[src/sv/chm_pkg.sv]
// Package for the chained hash map: sizes, codes and shared types.
// No dependencies.
`timescale 1ns / 1ps
package chm_pkg;
   localparam int MaxBuckets = 256;
   localparam int PoolNodes  = 512;
   localparam int BktW  = $clog2(MaxBuckets);
   localparam int NodeW = $clog2(PoolNodes);
   localparam int LinkW = $clog2(PoolNodes + 1);
   localparam int CntW  = $clog2(MaxBuckets + 1);

   localparam logic [1:0] MODE_GET = 2'd0;
   localparam logic [1:0] MODE_TRY = 2'd1;
   localparam logic [1:0] MODE_PUT = 2'd2;

   typedef logic [LinkW-1:0] link_type;

   typedef struct packed {
      logic [63:0] result_value;
      logic        hit;
      logic        pool_full;
   } rsp_type;
endpackage

[src/sv/chm_mod.sv]
// Sequential key modulo bucket count: restoring remainder, one bit a cycle.
// Depends on chm_pkg.
`timescale 1ns / 1ps
module chm_mod (
   input  logic                    clock,
   input  logic                    reset,
   input  logic                    start,
   input  logic [63:0]             key,
   input  logic [chm_pkg::CntW-1:0] divisor,
   output logic                    done,
   output logic [chm_pkg::BktW-1:0] remainder
);
   import chm_pkg::*;

   logic [63:0]   shift_ff, shift_in;
   logic [CntW:0] rem_ff, rem_in;
   logic [6:0]    cnt_ff, cnt_in;
   logic          busy_ff, busy_in;
   logic [CntW:0] trial;

   always_comb begin
      shift_in = shift_ff;
      rem_in   = rem_ff;
      cnt_in   = cnt_ff;
      busy_in  = busy_ff;
      done     = 1'b0;
      trial    = {rem_ff[CntW-1:0], shift_ff[63]};
      if (start) begin
         shift_in = key;
         rem_in   = '0;
         cnt_in   = 7'd0;
         busy_in  = 1'b1;
      end else if (busy_ff) begin
         // shift one key bit in, subtract where it fits
         shift_in = {shift_ff[62:0], 1'b0};
         rem_in   = (trial >= {1'b0, divisor}) ? trial - {1'b0, divisor} : trial;
         cnt_in   = cnt_ff + 7'd1;
         if (cnt_ff == 7'd63) begin
            busy_in = 1'b0;
         end
      end else if (cnt_ff == 7'd64) begin
         done   = 1'b1;
         cnt_in = 7'd0;
      end
   end

   assign remainder = rem_ff[BktW-1:0];

   always_ff @(posedge clock) begin
      if (reset) begin
         busy_ff <= 1'b0;
         cnt_ff  <= '0;
      end else begin
         busy_ff <= busy_in;
         cnt_ff  <= cnt_in;
      end
      shift_ff <= shift_in;
      rem_ff   <= rem_in;
   end
endmodule

[config.mk]
export PLATFORM = sky130hd
export DESIGN_NAME = chm_mod
export DESIGN_NICKNAME = d
export VERILOG_FILES = /design/src/sv/chm_pkg.sv /design/src/sv/chm_mod.sv
export SDC_FILE = /design/constraint.sdc
export NUM_CORES = 1
export LEC_CHECK = 0
export BUFFER_PORTS_ARGS = -buffer_cell sky130_fd_sc_hd__buf_2
export CAP_MARGIN = 40
export CORE_UTILIZATION = 40
export DETAILED_ROUTE_END_ITERATION = 10
export PLACE_DENSITY = 0.63
export SETUP_SLACK_MARGIN = 0.3
export SKIP_LAST_GASP = 1
export SYNTH_ARGS = -nofsm -noshare
export SYNTH_HDL_FRONTEND = slang
export SYNTH_SLANG_ARGS = --single-unit
[constraint.sdc]
create_clock -name clock -period 6.85 [get_ports clock]
set_input_delay 0.3425 -clock clock [delete_from_list [all_inputs] [get_ports clock]]
set_output_delay 0.3425 -clock clock [all_outputs]
set_load 0.03 [all_outputs]
# After elaboration in Yosys (flattened, before gate mapping)
# Index checks and enable logic that the tools add are counted.
[word_totals]
output_inout_bits = 9
input_bits = 76
regBits = 81
[op_classes]
n_eq_ne = 2
add_sub_neg = 2
n_reduce_logical = 3
n_mux = 11
n_lt_le_gt_ge = 1
[ops]
columns = ["cell", "count"]
rows = [
  ["$mux 64", 2],
  ["$mux 7", 2],
  ["$ge 10x9->1", 1],
  ["$mux 9", 1],
  ["$sub 9x9->9", 1],
  ["$add 7x1->7 const B", 1],
  ["$eq 7x6->1 const B", 1],
  ["$eq 7x7->1 const B", 1],
  ["$mux 1", 6],
  ["$reduce_bool 2->1", 2],
  ["$reduce_or 2->1", 1],
]

# Logic depth before layout (Yosys ltp)
# Gate-level depths: netlist of the first run.
[logic_depth]
ltp_word = 4
ltp_mapped = 10

# Worst setup path before layout of the first run
# Ideal clock, no wire load.
[synth_path]
path_type = "input -> output"
startpoint = "in start"
endpoint = "out done"
required_time_ns = 6.508
n_path_buf = 1
stages = 4
setup_slack_ns = 4.058
arrival_time_ns = 2.450
cell_sequence = "clkbuf_1 nor2_1 inv_1 nor2_1"
[synth_via]
elab_chain_len = 1
[synth_lines]
columns = ["item", "line_no", "source"]
rows = [
  ["from (decl)", "chm_mod.sv:7", "input logic start,"],
  ["$mux 1", "chm_mod.sv:28", "if (start) begin"],
  ["to (decl)", "chm_mod.sv:10", "output logic done,"],
]
# No other way between the ends.

# Final worst setup path of the first run
# Ends and elaborated chain as after synthesis.

==> results of run 1 <==
==> stage by stage <==
| step | utilization | instance area, sq um | setup WS, ns |
|---|---|---|---|
| after floorplan | - | 3996 | 4.058 |
| after global placement | 0.4560 | 4437 | 4.058 |
| after detailed placement | 0.4560 | 4437 | 4.014 |
| after CTS | 0.4749 | 4621 | 4.002 |
| after global routing | 0.4749 | 4621 | 3.827 |
| final | 0.4752 | 4623 | 4.035 |
==> registers in the layout, indices dropped and copies added, names as in the netlist <==
register and cells:
cnt_ff 7, rem_ff 9, shift_ff 64, busy_ff 1
==> worst max-delay path: cells and delay by family <==
kind	cells	cell delay, ns
simple gates	2	0.41
buf+inv	5	1.65
==> final timing paths <==
check                           endpoint  slack (ns)
setup / recovery                    done        4.04
hold / removal        busy_ff$_SDFF_PP0_        0.16
setup reg to reg  rem_ff[0]$_SDFFE_PP0P_        4.49
hold reg to reg   rem_ff[8]$_SDFFE_PP0P_        0.47
==> power breakdown <==
group          internal, mW  leakage [nW]  switching, mW
clock                 0.139        0.0917          0.191
combinational        0.0655         0.940         0.0578
sequential            0.583         0.782         0.0149
total                 0.788          1.81          0.264
==> area by class of cell <==
type / count / area share
timing repair buffer: 86 / 0.09418
sequential: 81 / 0.4893
clock buffer: 9 / 0.02679
multi-input combinational: 178 / 0.3296
inverter: 13 / 0.01055
tap: 133 / 0.03599
clock inverter: 7 / 0.01299
antenna: 1 / 0.0005413
==> placed cells by master, fill, tap and decap left out, types with 3 or more instances in the layout <==
cell / netlist / final
a21oi_1: 8 / 8
inv_1: 13 / 12
nand2_1: 10 / 10
dfxtp_1: 17 / 17
buf_2: 0 / 84
nand4_1: 6 / 6
ha_1: 11 / 11
edfxtp_1: 64 / 64
and2_1: 3 / 3
o21ai_0: 6 / 6
o31ai_1: 5 / 5
xor2_1: 6 / 6
nand3_1: 6 / 6
nor2_1: 13 / 13
clkbuf_8: 3 / 9
mux2_2: 63 / 63
==> routing by layer <==
metal	wire length [um]	up-vias	global-route usage
met5	0	-	0
met4	114	0	0.05604
met1	3300	1196	0.1939
met3	482	13	0.05335
li1	-	1250	-
met2	3394	71	0.2214
==> cell families after synthesis <==
kind of cell             Yosys count
flip-flops                        81
multiplexers                      63
AND/OR/NAND/NOR                   52
AO/OA/AOI/OAI                     43
buffers and inverters             34
adder cells (fa/ha/maj)           12
XOR/XNOR                           8
==> reports/metrics.csv, run 1 <==
metric,value,unit
nets,457,
width of the die,102.0,um
Site Rows,36,
Async SR Flop Fraction,0,
"Data arrival, critical path",2.47,ns
CTS-repair resized insts,0,
status,"finished, final reports clean",
Synth top cells by count,"edfxtp_1, mux2_2, dfxtp_1",
htree depth,3,
Fin. Hold Viols,0,
P_leak,1.814,nW
"Seq/Total Area, Yosys",0.5661,
Final Skew,0.008559,ns
vias per cell,4.980,
routed length per instance,14.35,um
clk slew on worst S/H paths,0.09,ns
1st-pass router iterations,4,
filler-free cell count of the finished design,508,
layout cell share with drive strength beyond 1,0.4599,
initial antenna violation count,1,
Initial Utilization,0.4108,
clk_lat worst skew,0.35,ns
hold_sp,reset,
Worst setup SP type,input port,
CTS Hold Buffers Added,0,
Syn Inst Count,293,
Post-Syn Nets,381,
"area leader, netlist",edfxtp_1,
DR vias,2530,
post-synthesis area per instance,13.64,sq um
yosys synthesis warning count,0,
placer congestion estimate,0.8583,
Sink Count,81,
period utilization,0.4109,
post-synthesis adder-cell area fraction,0.03945,
DRC,0,
Slew @ Worst Pin,0.8420,ns
clock tree buffer depth,2,
multiplexer area fraction after synthesis,0.1775,
post-synthesis cell type count,48,
TritonCTS clock tree,yes,
area grow syn2layout,15.69,%
fill count,917,
die area,0.01039,sq mm
crit end category,output pin,
Worst Path Max Fanout,71,
critical-path cell list,buf_2 > buf_4 > nor2_1 > inv_2 > buf_4 > nor2_1 > buf_2,
largest net degree at the start of global routing,72,
io pins,85,
total track usage,0.1469,
final hold slack,0.1602,ns
grt ovf,0,
Antenna Nets Post-Route,0,
first-pass GRT wire length,11490,um
RSZ-0062 raised after global routing,no,
Reg area,0.002262,sq mm
Worst setup startpoint,start,
"EDFF count, synth",64,
"count leader, synth",edfxtp_1,
root buf cell,clkbuf_8,
worst hold path type,in2reg,
initial drt markers,100,
Post-CTS Setup Bufs,0,
worst reg-to-reg path cell count,9,
dpl hpwl,4888,um
largest family of logic cells by synthesized area,multiplexers,
ys flop type,edfxtp_1,
Simple-Gate Fraction of Synth Area,0.06606,
drt total wl,7291,um
area occupied by multi-input gates,0.001524,sq mm
Placed Cells,491,
Post-Synth XOR/XNOR Area,0.01753,
Power Density,227.3,mW/mm^2
largest vdd supply drop,0.0001054,V
f_max,0.3553,GHz
Worst path slowest cell,buf_4,
Pwr Total,1.051,mW
vias in the first global route,2407,
kind of critical path,in2out,
setup violators final,0,
maxcap violations,0,
CTS buffer count,9,
Synth Register Bits,81,
Worst Hold Path Cells,2,
synthesized cell area,0.003996,sq mm
top area cells in the synthesized netlist,"edfxtp_1, mux2_2, dfxtp_1",
minimum clock period after layout,2.815,ns
CP max stage delay,0.64,ns
die height,102.0,um
Reg-to-Reg Start,shift_ff[63]$_DFFE_PP_,
final slew viol count,0,
Rel. slew slack,0.4387,
number of port buffers,84,
setup TNS,0,ns
post-synthesis compound-gate area fraction,0.08078,
Core Area,0.009729,sq mm
top-area cell type share of the netlist area,0.4809,
Worst Path Required,6.51,ns
(Power assumes the default switching activity.)
==> run 2: changes to the inputs <==
==> constraint.sdc (replaced) <==
create_clock -name clock -period 2.93 [get_ports clock]
set_input_delay 0.1465 -clock clock [delete_from_list [all_inputs] [get_ports clock]]
set_output_delay 0.1465 -clock clock [all_outputs]
set_load 0.03 [all_outputs]
==> run 2 against run 1 <==
- wire length up 0.71%
- clock-buffer cell count up 1
- register-to-register slack worse by 3.9 ns
- critical endpoint is now rem_ff[0]$_SDFFE_PP0P_
- die area unchanged
- sequential power up 130%
- core utilization up 0.54 points
- clock power up 150%
- worst setup slack worse by 3.5 ns
- first-iteration DRC count up 15%
- critical path depth up 2
- total power up 140%
- design area up 1.1%
==> reports/metrics.csv, run 2 (synthesis gave the netlist of run 1 again) <==
metric,value,unit
Slew @ Worst Pin,0.8407,ns
die area,0.01039,sq mm
worst hold path type,in2reg,
setup violators final,0,
DRC,0,
RR Endpoint,rem_ff[0]$_SDFFE_PP0P_,
placer congestion estimate,0.8441,
Crit. path cell count,9,
CP max stage delay,0.41,ns
Setup crit end,rem_ff[0]$_SDFFE_PP0P_,
DR vias,2519,
period utilization,0.8054,
Power Density,536.4,mW/mm^2
Worst Path Max Fanout,9,
area occupied by multi-input gates,0.001524,sq mm
TritonCTS clock tree,yes,
Reg-to-Reg Start,shift_ff[63]$_DFFE_PP_,
width of the die,102.0,um
number of flip-flops in the largest register,64,
vias in the first global route,2423,
routed length per instance,14.40,um
largest vdd supply drop,0.0002212,V
Worst Path Required,3.18,ns
initial antenna violation count,0,
Crit path buffers/inverters,2,
status,"finished, final reports clean",
most frequent CP cell,inv_1,
Antenna Nets Post-Route,0,
kind of critical path,reg2reg,
io pins,85,
first-pass GRT wire length,11500,um
vias per cell,4.939,
Fin. Hold Viols,0,
drt total wl,7343,um
worst reg-to-reg path cell count,9,
clk_lat worst skew,0.35,ns
area grow syn2layout,17.00,%
Core Area,0.009729,sq mm
minimum clock period after layout,2.360,ns
htree depth,3,
root buf cell,clkbuf_8,
"commonest non-fill, non-tap cell in the layout",buf_2,
final slew viol count,0,
top flop regs,"shift_ff x64, rem_ff x9, cnt_ff x7",
die height,102.0,um
number of port buffers,84,
setup TNS,0,ns
fill count,939,
nets,460,
Worst setup SP type,register,
CTS buffer count,9,
Largest Register,shift_ff,
Worst setup startpoint,shift_ff[63]$_DFFE_PP_,
"Data arrival, critical path",2.61,ns
layout cell share with drive strength beyond 1,0.4589,
Rel. slew slack,0.4395,
"setup slack, reg-to-reg",0.57,ns
clk slew on worst S/H paths,0.09,ns
maxcap violations,0,
1st-pass router iterations,4,
total track usage,0.1472,
RSZ-0062 raised after global routing,no,
Final Skew,0.009575,ns
crit end category,register,
grt ovf,0,
DP Worst Slack,0.6091,ns
Reg area,0.002262,sq mm
initial drt markers,115,
Site Rows,36,
Initial Utilization,0.4108,
largest net degree at the start of global routing,71,
dpl hpwl,5050,um
most frequent cells in the layout,"buf_2, edfxtp_1, mux2_2, dfxtp_1, nor2_1",
f_max,0.4238,GHz
ant diodes,0,
P_leak,1.835,nW
CTS-repair resized insts,0,
critical-path cell list,inv_1 > ha_1 > inv_1 > fa_1 > a211oi_1 > or2_4 > a21bo_1 > nand3_1 > a311oi_2,
Worst path slowest cell,fa_1,
"delay-heaviest family, CP",compound AO/OA/AOI/OAI gates,
final setup margin,0.5702,ns
Sink Count,81,
clock tree buffer depth,2,
-- run 2: layout make-up --
class                           count  share of cell area
Inverter                           13             0.01044
Tap cell                          133             0.03559
Timing Repair Buffer               89              0.1028
Multi-Input combinational cell    178              0.3259
Clock inverter                      6             0.01418
Sequential cell                    81              0.4838
Clock buffer                       10             0.02729
-- run 2: worst reg2reg max path, stage by stage (launching register included) --
cell and delay (ns):
edfxtp_1 0.39, inv_1 0.06, ha_1 0.15, inv_1 0.05, fa_1 0.42, a211oi_1 0.31
or2_4 0.20, a21bo_1 0.30, nand3_1 0.14, a311oi_2 0.25
-- run 2: how the worst min path moves through the flow --
stage	from	to	slack (ns)	cells after the start
2_1_floorplan	reset	busy_ff$_SDFF_PP0_	0.22	1
3_3_place_gp	reset	busy_ff$_SDFF_PP0_	0.33	2
3_5_place_dp	reset	busy_ff$_SDFF_PP0_	0.32	2
4_1_cts	key[19]	shift_ff[19]$_DFFE_PP_	0.07	2
5_1_grt	key[54]	shift_ff[54]$_DFFE_PP_	0.07	2
6_report	key[19]	shift_ff[19]$_DFFE_PP_	0.09	2
-- run 2: metrics by stage --
step | hold slack (ns) | area [sq um] | util | cells | power, mW
after global routing | 0.07068 | 4676 | 0.4806 | 510 | 2.623
after detailed placement | 0.3248 | 4472 | 0.4596 | 493 | 1.721
after floorplan | 0.2189 | 3996 | - | 293 | 1.623
final | 0.08938 | 4676 | 0.4806 | 510 | 2.508
after global placement | 0.3253 | 4444 | 0.4568 | 492 | 1.706
after CTS | 0.07007 | 4676 | 0.4806 | 510 | 2.544
-- run 2: power breakdown --
part | switching [mW] | leakage, nW | internal, mW
registers | 0.0310 | 0.782 | 1.36
clock network | 0.418 | 0.0905 | 0.396
logic | 0.140 | 0.963 | 0.160
total | 0.589 | 1.84 | 1.92
-- run 2: repair_timing --
action | in CTS | in global routing
hold endpoints to repair | 1 | 0
hold buffers | 1 | 0
setup buffers | 0 | 0
-- run 2: metal layers --
| metal | vias to the layer above | track usage | share of wire |
|---|---|---|---|
| li1 | 1251 | - | - |
| met1 | 1192 | 0.1961 | 0.47 |
| met2 | 65 | 0.2209 | 0.45 |
| met3 | 11 | 0.04993 | 0.058 |
| met4 | 0 | 0.05934 | 0.017 |
| met5 | - | 0 | 0 |
==> run 3: changes to the inputs <==
==> constraint.sdc (replaced) <==
create_clock -name clock -period 2.4 [get_ports clock]
set_input_delay 0.12 -clock clock [delete_from_list [all_inputs] [get_ports clock]]
set_output_delay 0.12 -clock clock [all_outputs]
set_load 0.03 [all_outputs]
==> run 3 against run 2 <==
- wire length is 1.9% lower
- worst hold slack lost 0.033 ns
- cell count up 1.4%
- global-route usage fell by 0.67 points
- critical path depth grew 1
- register-to-register slack worse by 0.24 ns
- largest power group unchanged
==> reports/metrics.csv, run 3 (synthesis gave the netlist of run 1 again) <==
metric,value,unit
Site Rows,36,
Largest Register,shift_ff,
cell area after placement,0.004486,sq mm
area grow syn2layout,19.25,%
dpl hpwl,4963,um
Pwr Total,3.066,mW
Core Area,0.009729,sq mm
Slew @ Worst Pin,0.5428,ns
vias in the first global route,2402,
largest net degree at the start of global routing,34,
Reg area,0.002262,sq mm
Fin. Hold Viols,0,
clock tree buffer depth,2,
initial drt markers,84,
Antenna Nets Post-Route,0,
Sw Ratio,0.2333,
routed length per instance,13.93,um
Worst Path Max Fanout,8,
Final Skew,0.005680,ns
initial antenna violation count,0,
CTS buffer count,9,
die height,102.0,um
Initial Utilization,0.4108,
1st-pass router iterations,4,
minimum clock period after layout,2.072,ns
vias per cell,5.008,
TritonCTS clock tree,yes,
largest vdd supply drop,0.0002702,V
DR vias,2589,
area occupied by multi-input gates,0.001577,sq mm
Worst Path Required,2.65,ns
Sink Count,81,
Worst setup SP type,register,
Sw Pwr,0.7153,mW
drt total wl,7203,um
Rel. slew slack,0.6375,
DRC,0,
period utilization,0.8635,
fill count,915,
first-pass GRT wire length,11140,um
placer congestion estimate,0.8241,
htree depth,3,
status,"finished, final reports clean",
final slew viol count,0,
clock share of power,0.322,
Post-Layout Inst Area,0.004766,sq mm
Flop pwr share,0.556,
grt ovf,0,
ant diodes,0,
f_max,0.4826,GHz
io pins,85,
clk slew on worst S/H paths,0.08,ns
most frequent cells in the layout,"buf_2, edfxtp_1, mux2_2, dfxtp_1",
worst hold path type,in2reg,
top flop regs,"shift_ff x64, rem_ff x9, cnt_ff x7",
number of port buffers,84,
"Data arrival, critical path",2.33,ns
nets,467,
crit end category,register,
maxcap violations,0,
RSZ-0062 raised after global routing,yes,
setup TNS,0,ns
setup violators final,0,
number of flip-flops in the largest register,64,
Power Density,643.3,mW/mm^2
Logic pwr share,0.122,
P_leak,1.870,nW
layout cell share with drive strength beyond 1,0.4974,
total track usage,0.1406,
"commonest non-fill, non-tap cell in the layout",buf_2,
width of the die,102.0,um
Int Pwr,2.351,mW
root buf cell,clkbuf_8,
kind of critical path,reg2reg,
die area,0.01039,sq mm
clk_lat worst skew,0.35,ns
run 3: area by class of cell:
cell class	count	area share
flip-flops and latches	81	0.4747
multi-input cells	178	0.3308
repair buffers	96	0.1076
well taps	133	0.03492
clock buffers	10	0.02678
clock inverters	6	0.01418
inverters	13	0.01103
run 3: what timing repair did:
action	in CTS	in global routing
buffers inserted	0	5
hold buffers	1	0
resized for setup	4	8
pin swaps	2	3
hold endpoints to repair	1	0
endpoints found under the setup margin	8	9
run 3: layer usage:
metal  global-route usage  part of all wire  vias up
li1                     -                 -     1265
met1               0.1815              0.45     1248
met5                    0                 0        -
met3              0.05404             0.066        8
met4              0.05055            0.0099        0
met2               0.2157              0.47       68
run 3: final timing paths:
| check | start | endpoint | slack, ns | depth (start not counted) |
|---|---|---|---|---|
| max reg2reg | shift_ff[63]$_DFFE_PP_ | rem_ff[5]$_SDFFE_PP0P_ | 0.33 | 10 |
| max | shift_ff[63]$_DFFE_PP_ | rem_ff[5]$_SDFFE_PP0P_ | 0.33 | 10 |
| min | key[0] | shift_ff[0]$_SDFFCE_PN0P_ | 0.06 | 2 |
| min reg2reg | rem_ff[8]$_SDFFE_PP0P_ | rem_ff[8]$_SDFFE_PP0P_ | 0.48 | 2 |
run 3: power groups by stage:
stage,Combinational (mW),Clock (mW),Sequential [mW]
4_1_cts,0.368,1.03,1.71
3_3_place_gp,0.353,0,1.73
3_5_place_dp,0.361,0,1.74
6_report,0.374,0.989,1.70
5_1_grt,0.412,1.07,1.72
2_1_floorplan,0.265,0,1.72
run 3: through the flow:
step	hold slack, ns	setup WS (ns)	utilization	std cells
2_1_floorplan	0.1924	0.3365	-	293
3_5_place_dp	0.3227	0.09040	0.4610	495
5_1_grt	0.04672	0.2492	0.4898	517
4_1_cts	0.03812	0.3021	0.4835	512
3_3_place_gp	0.3185	0.1568	0.4610	495
6_report	0.05592	0.3277	0.4898	517
run 3: critical path, stage by stage (launching register included):
cell and delay [ns]:
edfxtp_1 0.39, inv_1 0.07, ha_2 0.17, inv_2 0.04, fa_2 0.35, a211oi_2 0.24
or2_4 0.19, a21bo_4 0.18, buf_4 0.13, a41oi_1 0.12, o31ai_1 0.11
