File: src/sv/chm_ram.sv
// Generic single-port RAM with registered read.
// No dependencies.
`timescale 1ns / 1ps
module chm_ram #(
   parameter int Width = 8,
   parameter int Depth = 16
) (
   input  logic                     clock,
   input  logic                     we,
   input  logic [$clog2(Depth)-1:0] addr,
   input  logic [Width-1:0]         wdata,
   output logic [Width-1:0]         rdata
);
   logic [Width-1:0] mem [Depth];

   always_ff @(posedge clock) begin
      if (we) begin
         mem[addr] <= wdata;
      end
      rdata <= mem[addr];
   end
endmodule

File: config.mk
export PLATFORM = sky130hd
export DESIGN_NAME = chm_ram
export DESIGN_NICKNAME = d
export VERILOG_FILES = /design/src/sv/chm_ram.sv
export SDC_FILE = /design/constraint.sdc
export NUM_CORES = 1
export LEC_CHECK = 0
export BUFFER_PORTS_ARGS = -buffer_cell sky130_fd_sc_hd__buf_2
export CORE_ASPECT_RATIO = 0.75
export CORE_MARGIN = 2
export CORE_UTILIZATION = 63
export CTS_BUF_LIST = sky130_fd_sc_hd__clkbuf_4
export DETAILED_ROUTE_END_ITERATION = 16
export PLACE_DENSITY_LB_ADDON = 0.05
export SETUP_SLACK_MARGIN = 0.3
export SYNTH_ARGS = -nofsm -noshare
export SYNTH_HDL_FRONTEND = slang
export SYNTH_SLANG_ARGS = --single-unit
File: constraint.sdc
create_clock -name clock -period 2.8 [get_ports clock]
set_input_delay 0.28 -clock clock [delete_from_list [all_inputs] [get_ports clock]]
set_output_delay 0.28 -clock clock [all_outputs]
set_load 0.02 [all_outputs]
## Word level (Yosys, flattened, before mapping)

Memories as Yosys holds them, arrays and structs flattened. A register that Yosys moved wholly into a read port is not among the register bits.
Index checks and enable logic that the tools add are counted.

- Muxes and demuxes: 2

Operators by type and width:

| kind | number |
|---|---|
| 2-to-1 mux 1 bit | 2 |

- Flip-flop bits (word level): 0
- Memory bits (writable): 128
- Input bits: 14
- Word-level logic and storage cells: 3
- Output and inout bits: 8
- Memories kept: 1

Memories:

| name | depth | bits a word | read ports | clocked after Yosys merged registers in | write ports | RTL line | source |
|---|---|---|---|---|---|---|---|
| mem | 16 | 8 | 1 | 1 | 1 | 14 | `logic [Width-1:0] mem [Depth];` |

## Logic depth before layout (Yosys ltp)

Gate-level depths: netlist of the first run.

- Depth in word-level cells: 2
- Gate-level depth with buffers: 5
- Gate-level depth less buffers: 3

## Worst setup path before layout of the first run

No wires, ideal clock.

- Kind: in2reg
- Start point: in addr[2]
- End point: mem mem[0][0], enable pin
- Setup time: 383 ps
- Slack: 1027 ps
- Data arrival time: 1390 ps
- Data required time: 2417 ps
- Buffers on the path: 0
- Stages: 2
- Path through: or3b_2 -> nor3_1

RTL lines:

| what | RTL line | source |
|---|---|---|
| start, declared | 10 | `input logic [$clog2(Depth)-1:0] addr,` |
| end, declared | 14 |  |

No word-level cell before the write port.

## Worst setup path in the final report of the first run

- Start point: in addr[2]
- End point: mem mem[0][6], enable pin

No word-level cell before the write port.

==> results of run 1 <==
## worst reg2reg max path: stages, from the launching register on
cell	delay, ps
sky130_fd_sc_hd__edfxtp_1	380
sky130_fd_sc_hd__mux4_2	480
sky130_fd_sc_hd__a22oi_1	300
sky130_fd_sc_hd__nand2_1	90
## final timing paths
path	end	from	cells past startpoint
max	mem[0][6]	addr[2]	3
min	mem[14][1]	wdata[1]	1
max reg2reg	rdata[4]	mem[3][4]	3
min reg2reg	rdata[6]	mem[14][6]	3
## routing by layer
metal	GRT usage, %	up-vias	routed length [um]
met5	0	-	0
li1	-	1057	-
met3	7.86	13	697
met1	32.6	1190	3580
met2	34.5	93	4390
met4	6.15	0	82
## stage by stage
step | setup WS, ps | hold WS [ps]
final | 1160 | 161
after global routing | 1090 | 116
after CTS | 1200 | 123
after detailed placement | 614 | 656
after global placement | 716 | 656
after floorplan | 1030 | 379
## cell type report
class	count	share of cell area, %
multi-input cells	83	17.6
repair buffers	37	4.17
well taps	105	2.30
flip-flops and latches	136	70.2
clock buffers	17	2.24
clock inverters	15	3.53
## cell usage after synthesis
master	n
sky130_fd_sc_hd__nand2b_1	2
sky130_fd_sc_hd__clkbuf_1	2
sky130_fd_sc_hd__mux4_2	32
sky130_fd_sc_hd__dfxtp_1	8
sky130_fd_sc_hd__nand3b_1	2
sky130_fd_sc_hd__and2_1	1
sky130_fd_sc_hd__nor2_1	13
sky130_fd_sc_hd__nand2_1	9
sky130_fd_sc_hd__nand3_1	1
sky130_fd_sc_hd__a22oi_1	16
sky130_fd_sc_hd__buf_2	2
sky130_fd_sc_hd__edfxtp_1	128
sky130_fd_sc_hd__buf_1	4
sky130_fd_sc_hd__nor2b_1	2
sky130_fd_sc_hd__clkbuf_2	1
sky130_fd_sc_hd__buf_6	2
sky130_fd_sc_hd__nor3_1	4
sky130_fd_sc_hd__or3b_2	1
## state kept, by name, indices dropped and copies added, names as in the netlist
signal / cells
rdata: 8
mem: 128
## power by group through the flow
stage	sequential, mW	clock [mW]	combinational, mW
2_1_floorplan	2.35	0	0.117
3_3_place_gp	2.33	0	0.214
3_5_place_dp	2.33	0	0.220
4_1_cts	2.28	1.43	0.221
5_1_grt	2.29	1.51	0.239
6_report	2.28	1.40	0.218
## layout by cell type (no fill, tap or decap)
cell type	Yosys	layout
sky130_fd_sc_hd__clkinvlp_4	0	4
sky130_fd_sc_hd__clkbuf_4	0	17
sky130_fd_sc_hd__edfxtp_1	128	128
sky130_fd_sc_hd__dfxtp_1	8	8
sky130_fd_sc_hd__clkinv_1	0	2
sky130_fd_sc_hd__nor2_1	13	13
sky130_fd_sc_hd__a22oi_1	16	16
sky130_fd_sc_hd__nor2b_1	2	2
sky130_fd_sc_hd__nor3_1	4	4
sky130_fd_sc_hd__mux4_2	32	32
sky130_fd_sc_hd__clkinv_4	0	3
sky130_fd_sc_hd__nand2b_1	2	2
sky130_fd_sc_hd__bufinv_16	0	4
sky130_fd_sc_hd__nand3b_1	2	2
sky130_fd_sc_hd__or3b_2	1	1
sky130_fd_sc_hd__buf_4	0	15
sky130_fd_sc_hd__and2_1	1	1
sky130_fd_sc_hd__inv_6	0	2
sky130_fd_sc_hd__nand3_1	1	1
sky130_fd_sc_hd__buf_12	0	1
sky130_fd_sc_hd__nand2_1	9	9
sky130_fd_sc_hd__buf_2	2	21
## logic make-up (layout without fill, tap and decap cells)
logic type / after synthesis / in the layout / synth area share [%]
AOI/OAI and AO/OA: 16 / 16 / 2.37
buffers and inverters: 11 / 69 / 1.19
DFF: 136 / 136 / 79.0
muxes: 32 / 32 / 14.2
and+or+nand+nor: 35 / 35 / 3.21
==> impl_summary.log, run 1 <==
INFO  metric yosysSeqAreaShare = between 70% and 80%
INFO  metric critical_path.cell_chain = buf_2 > or3b_2 > nor3_1
INFO  metric switchingPower = 0.834 mW
INFO  metric timing.setup.critical_path_class = input pin to register
INFO  metric power.leakage = 1.87 nW
INFO  metric period_needed = 1640 ps
INFO  metric r2r_slack = 1450 ps
INFO  metric tightest_hold_check_type = input pin to register
INFO  metric synth_cell_type_count = 18
INFO  metric worst_setup_path_end_kind = register
INFO  metric vias_in_the_first_global_route = ~2400
INFO  metric comb_power_share = 5.6%
INFO  metric avgViaCountPerCell = 5.99
INFO  metric area_growth = 12.6%
INFO  metric detailroute.via_count = 2353
INFO  metric design.portCount = 22
INFO  metric hold_violations = 0
INFO  metric max-vdd-ir-drop = 419 uV
INFO  metric routedWlPerCell = 22.3 um
INFO  metric drv_cap = 0
INFO  metric status = finished clean
INFO  metric fin_skew = approximately 13 ps
INFO  metric internal_power = between 3 and 4 mW
INFO  metric swShare = between 20% and 30%
INFO  metric sequential_cell_area = 0.00400 mm^2
INFO  metric placement_rows = 28
INFO  metric place.detailed.instances = 361
INFO  metric core_region_area = 0.00785 mm^2
INFO  metric clkPwrFrac = 35.9%
INFO  metric wirelength = 8.75 mm
INFO  metric slew-limit-headroom = 26.4%
INFO  metric maxSlewViolCount = 0
INFO  metric global_route_wire_length_before_repair = 13.7 mm
INFO  metric crit_slowest_cell = sky130_fd_sc_hd__nor3_1
INFO  metric cts.hold.buffers_added = 0
INFO  metric fp.dieArea = 0.00878 mm^2
INFO  metric worst_setup_hold_path_clk_slew = 120 ps
INFO  metric netlist.top_cell.by_area = sky130_fd_sc_hd__edfxtp_1
INFO  metric mappedNetlistArea = a little over 0.005 mm^2
INFO  metric fin_crit_sh = 58.7%
INFO  metric post-layout-total-power = 3.91 mW
INFO  metric yosys-top-cells-area = sky130_fd_sc_hd__edfxtp_1 (76%), sky130_fd_sc_hd__mux4_2 (14%), sky130_fd_sc_hd__dfxtp_1 (3.2%)
INFO  metric worstPathMaxFanout = 8
INFO  metric tritoncts = done
INFO  metric critical_path.max_stage_delay = 820 ps
INFO  metric nets = 289
INFO  metric finalWeightedCongestion = 0.803
INFO  metric synth_warnings = 0
INFO  metric cts_sinks = approximately 140
INFO  metric drt.antenna.violating_nets = 0
INFO  metric number_of_design_rule_violations_left_by_the_first_detailed_router_iteration = 222
INFO  metric number_of_antenna_violations_at_the_first_check_in_global_routing = 0
INFO  metric cts_made_buffers = 17
INFO  metric floorplan.die.height = 81.7 um
INFO  metric synth_cells = 230
INFO  metric remaining_drc_errors = 0
INFO  metric hpwl = 5.71 mm
INFO  metric final_layout_size_suffix_gt1_share = 34.7%
INFO  metric critical_path_required_time = a little under 3000 ps
INFO  metric buffer_cell_driving_the_clock_tree_root = sky130_fd_sc_hd__clkbuf_4
INFO  metric critical_path.top_delay_family = simple AND/OR/NAND/NOR gates
INFO  metric power_per_cell_area = 685 mW/mm^2
INFO  metric postcts_resize_cnt = 0
INFO  metric worst-slew-pin-transition = between 1000 and 1500 ps
INFO  metric postSynthNetCount = 244
INFO  metric share_seq_of_total_power = 58.5%
INFO  metric grt_overflow = 0
INFO  metric path_buf_inv = 1
INFO  metric antenna_cells_inserted = 0
INFO  metric final_util = slightly above 70%
INFO  metric rsz_0062_raised_after_global_routing = no
INFO  metric finish.cell_count_without_fillers = 393
INFO  metric post_cts_buffers = 0
INFO  metric timing.critical_path.from_type = input pin
INFO  metric largest_net_degree_at_the_start_of_global_routing = 26
INFO  metric ctsLongestPathBuffers = 2
INFO  metric max_freq = 609 MHz
INFO  metric final.setup.tns = 0 ps
INFO  metric port_buffers = 21
INFO  metric firstDrtPassIters = 4
INFO  metric multi_input_comb_area = 0.00100 mm^2
INFO  metric synthesis_stage_register_bit_count = 136
INFO  metric setup_violations = 0
INFO  metric htreeDepth = 4
INFO  metric synthDominantCellAreaShare = 75.9%
INFO  metric worst_ep_arrival_time = 1760 ps
INFO  metric fp.dieW = 108 um
INFO  metric grt_util_all_layers = 22.8%
INFO  metric clk-insertion-delay-late = 490 ps
INFO  metric filler_cell_count = 462
INFO  metric postPlaceCellArea = ~0.0054 mm^2
INFO  metric initial_utilization = 64.6%
INFO  metric area_of_all_placed_cells_without_fillers = about 0.0057 mm^2
INFO  metric syn-mean-instance-area = 22.0 um^2
(Power assumes the default switching activity.)
==> run 2, diff against run 1 <==
--- a/config.mk
+++ b/config.mk
@@ -5,6 +5,7 @@
 export SDC_FILE = /design/constraint.sdc
 export NUM_CORES = 1
 export LEC_CHECK = 0
+export ABC_AREA = 1
 export BUFFER_PORTS_ARGS = -buffer_cell sky130_fd_sc_hd__buf_2
 export CORE_ASPECT_RATIO = 0.75
 export CORE_MARGIN = 2
==> constraint.sdc (replaced) <==
create_clock -name clock -period 1.6 [get_ports clock]
set_input_delay 0.16 -clock clock [delete_from_list [all_inputs] [get_ports clock]]
set_output_delay 0.16 -clock clock [all_outputs]
set_load 0.02 [all_outputs]
==> run 2 against run 1 <==
Routed wire length grew 37%; sequential power grew 75%; largest cell class unchanged; register-to-register slack lost 870 ps; synthesized cell count grew 140%; first-iteration DRC count grew 75%; flip-flop and latch count is the same; highest routed layer unchanged; sequential share of layout area shrank 5.9 points; core utilization grew 0.37 points; area after synthesis grew 10%.
==> impl_summary.log, run 2 <==
INFO  metric filler_cell_count = 626 (was 462)
INFO  metric synth_cell_type_count = 11 (was 18)
INFO  metric fin_crit_sh = 73.0%
INFO  metric status = finished clean (unchanged)
INFO  metric number_of_design_rule_violations_left_by_the_first_detailed_router_iteration = 389 (was 222)
INFO  metric timing.setup.critical_path_class = register to primary output (was input pin to register)
INFO  metric routedWlPerCell = 17.1 um (was 22.3 um)
INFO  metric buffer_cell_driving_the_clock_tree_root = sky130_fd_sc_hd__clkbuf_4 (unchanged)
INFO  metric synth.top_cells.by_count = sky130_fd_sc_hd__nand2_1 (346), sky130_fd_sc_hd__edfxtp_1 (128), sky130_fd_sc_hd__inv_1 (21) (was sky130_fd_sc_hd__edfxtp_1 (128), sky130_fd_sc_hd__mux4_2 (32), sky130_fd_sc_hd__a22oi_1 (16))
INFO  metric top_regs = mem: 128 flops, rdata: 8 flops (unchanged)
INFO  metric fp.dieW = 113 um (was 108 um)
INFO  metric critical_path.max_stage_delay = 330 ps (was 820 ps)
INFO  metric final_layout_size_suffix_gt1_share = 14.1% (was 34.7%)
INFO  metric area_growth = 11.4% (was 12.6%)
INFO  metric slew-limit-headroom = 72.7% (was 26.4%)
INFO  metric synth_async_sr_flop_share = 0% (unchanged)
INFO  metric cts_sinks = 136 (unchanged)
INFO  metric number_of_antenna_violations_at_the_first_check_in_global_routing = 0 (unchanged)
INFO  metric fin_skew = 12.5 ps (was 12.7 ps)
INFO  metric synth_cells = 548 (was 230)
INFO  metric htreeDepth = 4 (unchanged)
INFO  metric drt.antenna.violating_nets = 0 (unchanged)
INFO  metric min_delay_worst_endpoint = mem[4][5] (was mem[14][1])
INFO  metric initial_utilization = 65.6% (was 64.6%)
INFO  metric r2r_slack = 580 ps (was 1450 ps)
INFO  metric power_per_cell_area = 1060 mW/mm^2 (was 685 mW/mm^2)
INFO  metric yosysSeqAreaShare = 71.6% (was 79.0%)
INFO  metric wirelength = 12.0 mm (was 8.75 mm)
INFO  metric detailroute.via_count = 3692 (was 2353)
INFO  metric core_region_area = 0.00853 mm^2 (was 0.00785 mm^2)
INFO  metric hold_depth = 1 (unchanged)
INFO  metric final_util = 73.1% (was 72.7%)
INFO  metric largest_net_degree_at_the_start_of_global_routing = 33 (was 26)
INFO  metric fp.dieArea = 0.00965 mm^2 (was 0.00878 mm^2)
INFO  metric remaining_drc_errors = 0 (unchanged)
INFO  metric synthesis_stage_register_bit_count = 136 (unchanged)
INFO  metric max-vdd-ir-drop = 793 uV (was 419 uV)
INFO  metric regMostFlops = mem (unchanged)
INFO  metric path_buf_inv = 1 (unchanged)
INFO  metric netlist.top_cell.by_area = sky130_fd_sc_hd__edfxtp_1 (unchanged)
INFO  metric tritoncts = done (unchanged)
INFO  metric mappedNetlistArea = 0.00559 mm^2 (was 0.00507 mm^2)
INFO  metric worst_ep_arrival_time = 1010 ps (was 1760 ps)
INFO  metric maxSlewViolCount = 0 (unchanged)
INFO  metric power.leakage = 2.64 nW (was 1.87 nW)
INFO  metric hp-start = wdata[5] (was wdata[1])
INFO  metric rr_startpoint = mem[13][4] (was mem[3][4])
INFO  metric vias_in_the_first_global_route = 3463 (was 2408)
INFO  metric cts_made_buffers = 17 (unchanged)
INFO  metric final_cell_mix = sky130_fd_sc_hd__nand2_1 (346), sky130_fd_sc_hd__edfxtp_1 (128), sky130_fd_sc_hd__inv_1 (21), sky130_fd_sc_hd__clkbuf_4 (21), sky130_fd_sc_hd__buf_2 (21) (was sky130_fd_sc_hd__edfxtp_1 (128), sky130_fd_sc_hd__mux4_2 (32), sky130_fd_sc_hd__buf_2 (21))
INFO  metric postSynthNetCount = 562 (was 244)
INFO  metric placement_rows = 29 (was 28)
INFO  metric worst-slew-pin-transition = 410 ps (was 1090 ps)
INFO  metric final.setup.tns = 0 ps (unchanged)
INFO  metric synth-edff-count = 128 (unchanged)
INFO  metric cts.hold.buffers_added = 0 (unchanged)
INFO  metric worst_setup_hold_path_clk_slew = 110 ps (was 120 ps)
INFO  metric capture_instance_of_the_worst_register_to_register_path = rdata[4] (unchanged)
INFO  metric port_buffers = 21 (unchanged)
INFO  metric drv_cap = 0 (unchanged)
INFO  metric setup_violations = 0 (unchanged)
INFO  metric layout_commonest_cell = sky130_fd_sc_hd__nand2_1 (was sky130_fd_sc_hd__edfxtp_1)
INFO  metric grt_util_all_layers = 26.8% (was 22.8%)
INFO  metric critical_path.top_delay_family = flip-flops (was simple AND/OR/NAND/NOR gates)
INFO  metric synthFlopType = sky130_fd_sc_hd__edfxtp_1 (unchanged)
INFO  metric worst_setup_path_end_kind = primary output (was register)
INFO  metric synthDominantCellAreaShare = 68.7% (was 75.9%)
INFO  metric postcts_resize_cnt = 0 (unchanged)
INFO  metric finalWeightedCongestion = 0.899 (was 0.803)
INFO  metric worst_hold_slack_after_final_layout = 63.9 ps (was 161 ps)
INFO  metric synth_warnings = 0 (unchanged)
INFO  metric avgViaCountPerCell = 5.26 (was 5.99)
INFO  metric nets = 595 (was 289)
INFO  metric period_needed = 1170 ps
INFO  metric ctsLongestPathBuffers = 2 (unchanged)
INFO  metric clk-insertion-delay-late = 510 ps (was 490 ps)
INFO  metric most_common_cell_in_the_netlist = sky130_fd_sc_hd__nand2_1 (was sky130_fd_sc_hd__edfxtp_1)
INFO  metric critical_path.cell_chain = buf_2 (was buf_2 > or3b_2 > nor3_1)
INFO  metric largest_reg_flops = 128 (unchanged)
INFO  metric critical_path_required_time = 1440 ps (was 2920 ps)
INFO  metric crit_slowest_cell = sky130_fd_sc_hd__dfxtp_1 (was sky130_fd_sc_hd__nor3_1)
INFO  metric yosys-top-cells-area = sky130_fd_sc_hd__edfxtp_1 (69%), sky130_fd_sc_hd__nand2_1 (23%), sky130_fd_sc_hd__dfxtp_1 (2.9%) (was sky130_fd_sc_hd__edfxtp_1 (76%), sky130_fd_sc_hd__mux4_2 (14%), sky130_fd_sc_hd__dfxtp_1 (3.2%))
INFO  metric grt_overflow = 0 (unchanged)
INFO  metric rsz_0062_raised_after_global_routing = no (unchanged)
INFO  metric max_freq = 856 MHz
INFO  metric post_cts_buffers = 0 (unchanged)
INFO  metric design.portCount = 22 (unchanged)
INFO  metric timing.critical_path.from_type = register (was input pin)
INFO  metric worstPathMaxFanout = 1 (was 8)
INFO  metric timing.reg2reg.worst_path_depth = 8 (was 3)
INFO  metric hpwl = 7.73 mm (was 5.71 mm)
INFO  metric syn-mean-instance-area = 10.2 um^2 (was 22.0 um^2)
INFO  metric floorplan.die.height = 85.6 um (was 81.7 um)
INFO  metric global_route_wire_length_before_repair = 18.6 mm (was 13.7 mm)
INFO  metric antenna_cells_inserted = 0 (unchanged)
INFO  metric hold_violations = 0 (unchanged)
INFO  metric firstDrtPassIters = 5 (was 4)
INFO  metric tightest_hold_check_type = input pin to register (unchanged)
[run 2: changes by cell type in the layout (fill, tap and decap cells not counted), moves of 3 or more]
cell	before	now
sky130_fd_sc_hd__nand2_1	9	346
sky130_fd_sc_hd__a22oi_1	16	0
sky130_fd_sc_hd__nand3_2	0	3
sky130_fd_sc_hd__clkinv_4	3	0
sky130_fd_sc_hd__clkbuf_4	17	21
sky130_fd_sc_hd__nor3_1	4	0
sky130_fd_sc_hd__mux4_2	32	0
sky130_fd_sc_hd__inv_1	0	21
sky130_fd_sc_hd__nor2_1	13	1
sky130_fd_sc_hd__clkinv_1	2	6
sky130_fd_sc_hd__nor2_4	0	15
[run 2: worst max path at each step]
stage | cells past startpoint | end | from
2_1_floorplan | 5 | mem[8][0] | addr[1]
3_3_place_gp | 4 | mem[9][0] | addr[0]
3_5_place_dp | 4 | mem[9][3] | addr[0]
4_1_cts | 1 | rdata[0] | rdata[0]
5_1_grt | 1 | rdata[0] | rdata[0]
6_report | 1 | rdata[0] | rdata[0]
[run 2: worst reg2reg max path: cells and delay by family (launching register included)]
family	cells	cell delay, ps
buf+inv	1	50
flops	1	370
simple gates	7	500
[run 2: where the power goes]
group	switching, mW	internal [mW]	total, mW
Sequential	0.0213	3.98	4.00
Combinational	0.398	0.143	0.541
Clock	1.13	0.967	2.10
Total	1.55	5.09	6.64
[run 2: routing by layer]
| layer | routed length [um] | up-vias | track usage (%) | share of wire [%] |
|---|---|---|---|---|
| li1 | - | 1827 | - | - |
| met1 | 5190 | 1701 | 38.5 | 43 |
| met2 | 5590 | 147 | 41.0 | 47 |
| met3 | 1030 | 17 | 5.02 | 8.6 |
| met4 | 204 | 0 | 11.8 | 1.7 |
| met5 | 0 | - | 0 | 0 |
[run 2: final cells by class]
| class | count | area [um^2] | share of cell area, % |
|---|---|---|---|
| timing repair buffer | 35 | 210 | 3.37 |
| inverter | 23 | 86.3 | 1.39 |
| sequential | 136 | 4000 | 64.3 |
| multi-input combinational | 368 | 1530 | 24.6 |
| clock inverter | 11 | 106 | 1.71 |
| tap | 108 | 135 | 2.17 |
| clock buffer | 21 | 158 | 2.53 |
[run 2: metrics by stage]
| step | setup slack [ps] | std cells | instance area, um^2 | total power, mW |
|---|---|---|---|---|
| 2_1_floorplan | 241 | 548 | 5740 | 4.41 |
| 3_3_place_gp | 172 | 670 | 5970 | 4.61 |
| 3_5_place_dp | 116 | 670 | 5970 | 4.62 |
| 4_1_cts | 380 | 702 | 6230 | 6.69 |
| 5_1_grt | 383 | 702 | 6230 | 6.87 |
| 6_report | 432 | 702 | 6230 | 6.64 |
[run 2: cell families after synthesis]
group / synth area share (%)
buf+inv: 3.62
flops: 71.6
simple gates: 24.8
==> run 3, diff against run 2 <==
--- a/config.mk
+++ b/config.mk
@@ -5,7 +5,7 @@
 export SDC_FILE = /design/constraint.sdc
 export NUM_CORES = 1
 export LEC_CHECK = 0
-export ABC_AREA = 1
+export ABC_AREA = 0
 export BUFFER_PORTS_ARGS = -buffer_cell sky130_fd_sc_hd__buf_2
 export CORE_ASPECT_RATIO = 0.75
 export CORE_MARGIN = 2
==> constraint.sdc (replaced) <==
create_clock -name clock -period 1.15 [get_ports clock]
set_input_delay 0.115 -clock clock [delete_from_list [all_inputs] [get_ports clock]]
set_output_delay 0.115 -clock clock [all_outputs]
set_load 0.02 [all_outputs]
==> run 3 against run 2 <==
The run now ends with setup timing left; flip-flop and latch count did not move; sequential power rose by 39%; via count fell by 32%; final area rose by 0.18%; sequential share of layout area barely moved; clock skew barely moved; worst setup slack got worse by 580 ps; combinational power rose by 36%; clock power rose by 60%; die area fell by 9.0%; critical endpoint is now rdata[0].
==> impl_summary.log, run 3 (synthesis results as in run 1) <==
INFO  metric cts_sinks = 136 (unchanged)
INFO  metric hpwl = 6.38 mm (was 7.73 mm)
INFO  metric top_regs = mem: 128 flops, rdata: 8 flops (unchanged)
INFO  metric number_of_antenna_violations_at_the_first_check_in_global_routing = 0 (unchanged)
INFO  metric timing.reg2reg.worst_path_depth = 3 (was 8)
INFO  metric finalWeightedCongestion = 0.741 (was 0.899)
INFO  metric hold_violations = 0 (unchanged)
INFO  metric placement_rows = 28 (was 29)
INFO  metric crit_slowest_cell = sky130_fd_sc_hd__mux4_2 (was sky130_fd_sc_hd__dfxtp_1)
INFO  metric dr.max_layer_used = met4 (unchanged)
INFO  metric final_cell_mix = sky130_fd_sc_hd__edfxtp_1 (128), sky130_fd_sc_hd__mux4_2 (32), sky130_fd_sc_hd__clkbuf_4 (17) (was sky130_fd_sc_hd__nand2_1 (346), sky130_fd_sc_hd__edfxtp_1 (128), sky130_fd_sc_hd__inv_1 (21), sky130_fd_sc_hd__clkbuf_4 (21), sky130_fd_sc_hd__buf_2 (21))
INFO  metric post-layout-total-power = 9.66 mW (was 6.64 mW)
INFO  metric hold_depth = 3 (was 1)
INFO  metric worst_setup_path_end_kind = register (was primary output)
INFO  metric timing.setup.critical_path_class = register to register (was register to primary output)
INFO  metric status = finished with violations (was finished clean)
INFO  metric drt.antenna.violating_nets = 0 (unchanged)
INFO  metric design.portCount = 22 (unchanged)
INFO  metric layout_commonest_cell = sky130_fd_sc_hd__edfxtp_1 (was sky130_fd_sc_hd__nand2_1)
INFO  metric regMostFlops = mem (unchanged)
INFO  metric rsz_0062_raised_after_global_routing = yes (was no)
INFO  metric fp.dieW = 108 um (was 113 um)
INFO  metric area_of_all_placed_cells_without_fillers = 0.00624 mm^2 (was 0.00623 mm^2)
INFO  metric max-vdd-ir-drop = 1170 uV (was 793 uV)
INFO  metric critical_path.max_stage_delay = 510 ps (was 330 ps)
INFO  metric largest_net_degree_at_the_start_of_global_routing = 17 (was 33)
INFO  metric setup_violations = 8 (was 0)
INFO  metric fin_skew = 12.8 ps (was 12.5 ps)
INFO  metric wirelength = 9.73 mm (was 12.0 mm)
INFO  metric worst_setup_hold_path_clk_slew = 120 ps (was 110 ps)
INFO  metric grt_util_all_layers = 24.5% (was 26.8%)
INFO  metric grt_overflow = 0 (unchanged)
INFO  metric largest_reg_flops = 128 (unchanged)
INFO  metric r2r_slack = -150 ps (was 580 ps)
INFO  metric htreeDepth = 4 (unchanged)
INFO  metric port_buffers = 21 (unchanged)
INFO  metric initial_utilization = 64.6% (was 65.6%)
INFO  metric ctsLongestPathBuffers = 2 (unchanged)
INFO  metric path_buf_inv = 0 (was 1)
INFO  metric worstPathMaxFanout = 1 (unchanged)
INFO  metric tritoncts = done (unchanged)
INFO  metric critical_path.top_delay_family = multiplexers (was flip-flops)
INFO  metric postPlaceCellArea = 0.00572 mm^2 (was 0.00597 mm^2)
INFO  metric detailroute.via_count = 2514 (was 3692)
INFO  metric min_delay_worst_endpoint = mem[2][5] (was mem[4][5])
INFO  metric remaining_drc_errors = 0 (unchanged)
INFO  metric amount_of_wire_on_met2_after_detailed_routing = 4.83 mm (was 5.59 mm)
INFO  metric capture_instance_of_the_worst_register_to_register_path = rdata[0] (was rdata[4])
INFO  metric timing.critical_path.from_type = register (unchanged)
INFO  metric final_layout_size_suffix_gt1_share = 45.8% (was 14.1%)
INFO  metric worst_ep_arrival_time = 1700 ps (was 1010 ps)
INFO  metric avgViaCountPerCell = 6.12 (was 5.26)
INFO  metric hp-start = addr[3] (was wdata[5])
INFO  metric number_of_design_rule_violations_left_by_the_first_detailed_router_iteration = 207 (was 389)
INFO  metric clk-insertion-delay-late = 500 ps (was 510 ps)
INFO  metric final.setup.tns = -1020 ps (was 0 ps)
INFO  metric power.leakage = 2.02 nW (was 2.64 nW)
INFO  metric critical_path.cell_chain = mux4_2 > a22oi_2 > nand2_1 (was buf_2)
INFO  metric core_region_area = 0.00785 mm^2 (was 0.00853 mm^2)
INFO  metric detail_route.wirelength.met1 = 4.21 mm (was 5.19 mm)
INFO  metric worst_hold_slack_after_final_layout = 171 ps (was 63.9 ps)
INFO  metric power_per_cell_area = 1550 mW/mm^2 (was 1060 mW/mm^2)
INFO  metric slew-limit-headroom = 38.4% (was 72.7%)
INFO  metric worst-slew-pin-transition = 921 ps (was 410 ps)
INFO  metric vias_in_the_first_global_route = 2613 (was 3463)
INFO  metric fin_crit_sh = 113%
INFO  metric maxSlewViolCount = 0 (unchanged)
INFO  metric tightest_hold_check_type = input pin to register (unchanged)
INFO  metric met3_wirelength = 646 um (was 1.03 mm)
INFO  metric rr_startpoint = mem[5][0] (was mem[13][4])
INFO  metric drv_cap = 0 (unchanged)
INFO  metric firstDrtPassIters = 4 (was 5)
INFO  metric floorplan.die.height = 81.7 um (was 85.6 um)
INFO  metric period_needed = 1300 ps
INFO  metric fp.dieArea = 0.00878 mm^2 (was 0.00965 mm^2)
INFO  metric cts_made_buffers = 17 (unchanged)
INFO  metric violations = setup timing
INFO  metric area_growth = 23.2% (was 11.4%)
INFO  metric routedWlPerCell = 23.7 um (was 17.1 um)
INFO  metric critical_path_required_time = 1550 ps (was 1440 ps)
INFO  metric buffer_cell_driving_the_clock_tree_root = sky130_fd_sc_hd__clkbuf_4 (unchanged)
INFO  metric filler_cell_count = 377 (was 626)
INFO  metric fin_ws = -151 ps (was 432 ps)
INFO  metric max_freq = 768 MHz
INFO  metric nets = 307 (was 595)
INFO  metric global_route_wire_length_before_repair = 14.8 mm (was 18.6 mm)
INFO  metric antenna_cells_inserted = 0 (unchanged)
## run 3: changes by cell type in the layout (fill, tap and decap cells not counted), moves of 6 or more
cell | previous run | this run
sky130_fd_sc_hd__dfxtp_1 | 8 | 1
sky130_fd_sc_hd__buf_2 | 21 | 13
sky130_fd_sc_hd__dfxtp_2 | 0 | 7
sky130_fd_sc_hd__a22oi_1 | 0 | 10
sky130_fd_sc_hd__dlygate4sd3_1 | 0 | 8
sky130_fd_sc_hd__mux4_2 | 0 | 32
sky130_fd_sc_hd__buf_12 | 0 | 12
sky130_fd_sc_hd__a22oi_2 | 0 | 6
sky130_fd_sc_hd__buf_6 | 0 | 8
sky130_fd_sc_hd__nand2_1 | 346 | 8
sky130_fd_sc_hd__inv_1 | 21 | 0
## run 3: power by group
group	switching [mW]	total (mW)	internal (mW)
clock network	1.66	3.35	1.69
logic	0.392	0.735	0.343
registers	0.0395	5.58	5.54
## run 3: per-layer routing
| metal | up-vias | track usage [%] |
|---|---|---|
| met4 | 0 | 7.95 |
| met1 | 1313 | 34.4 |
| met5 | - | 0 |
| met3 | 4 | 7.30 |
| met2 | 106 | 38.1 |
| li1 | 1091 | - |
## run 3: worst register-to-register path, delay by kind of cell (launching register included)
kind	cells	cell delay (ps)
and+or+nand+nor	1	80
AOI/OAI and AO/OA	1	210
DFF	1	410
muxes	1	510
## run 3: layout make-up
class | instances | area (um^2) | area share (%)
Timing Repair Buffer | 55 | 581 | 9.30
Sequential cell | 136 | 4010 | 64.3
Clock buffer | 17 | 128 | 2.04
Tap cell | 105 | 131 | 2.10
Clock inverter | 15 | 183 | 2.93
Multi-Input combinational cell | 83 | 1210 | 19.3
## run 3: worst max path at each step
stage	slack [ps]	endpoint	startpoint	cells past startpoint
floorplan	-100	mem[0][0]	addr[2]	2
global placement	-350	rdata[4]	addr[0]	5
detailed placement	-410	rdata[5]	addr[0]	5
CTS	-150	rdata[0]	mem[5][0]	3
global route	-190	rdata[0]	mem[5][0]	3
finish	-150	rdata[0]	mem[5][0]	3
## run 3: what timing repair did
action | CTS | global route
setup endpoints to repair | 16 | 44
pin swaps | 8 | 8
hold buffers | 8 | 0
endpoints found under the hold margin | 128 | 0
setup buffers | 0 | 2
resized for setup | 28 | 1
## run 3: through the flow
stage          cells  util (%)  setup slack, ps
6_report         411      79.5             -151
5_1_grt          411      79.5             -194
4_1_cts          409      79.0             -149
3_5_place_dp     369      72.9             -411
3_3_place_gp     369      72.9             -349
2_1_floorplan    230         -            -98.7
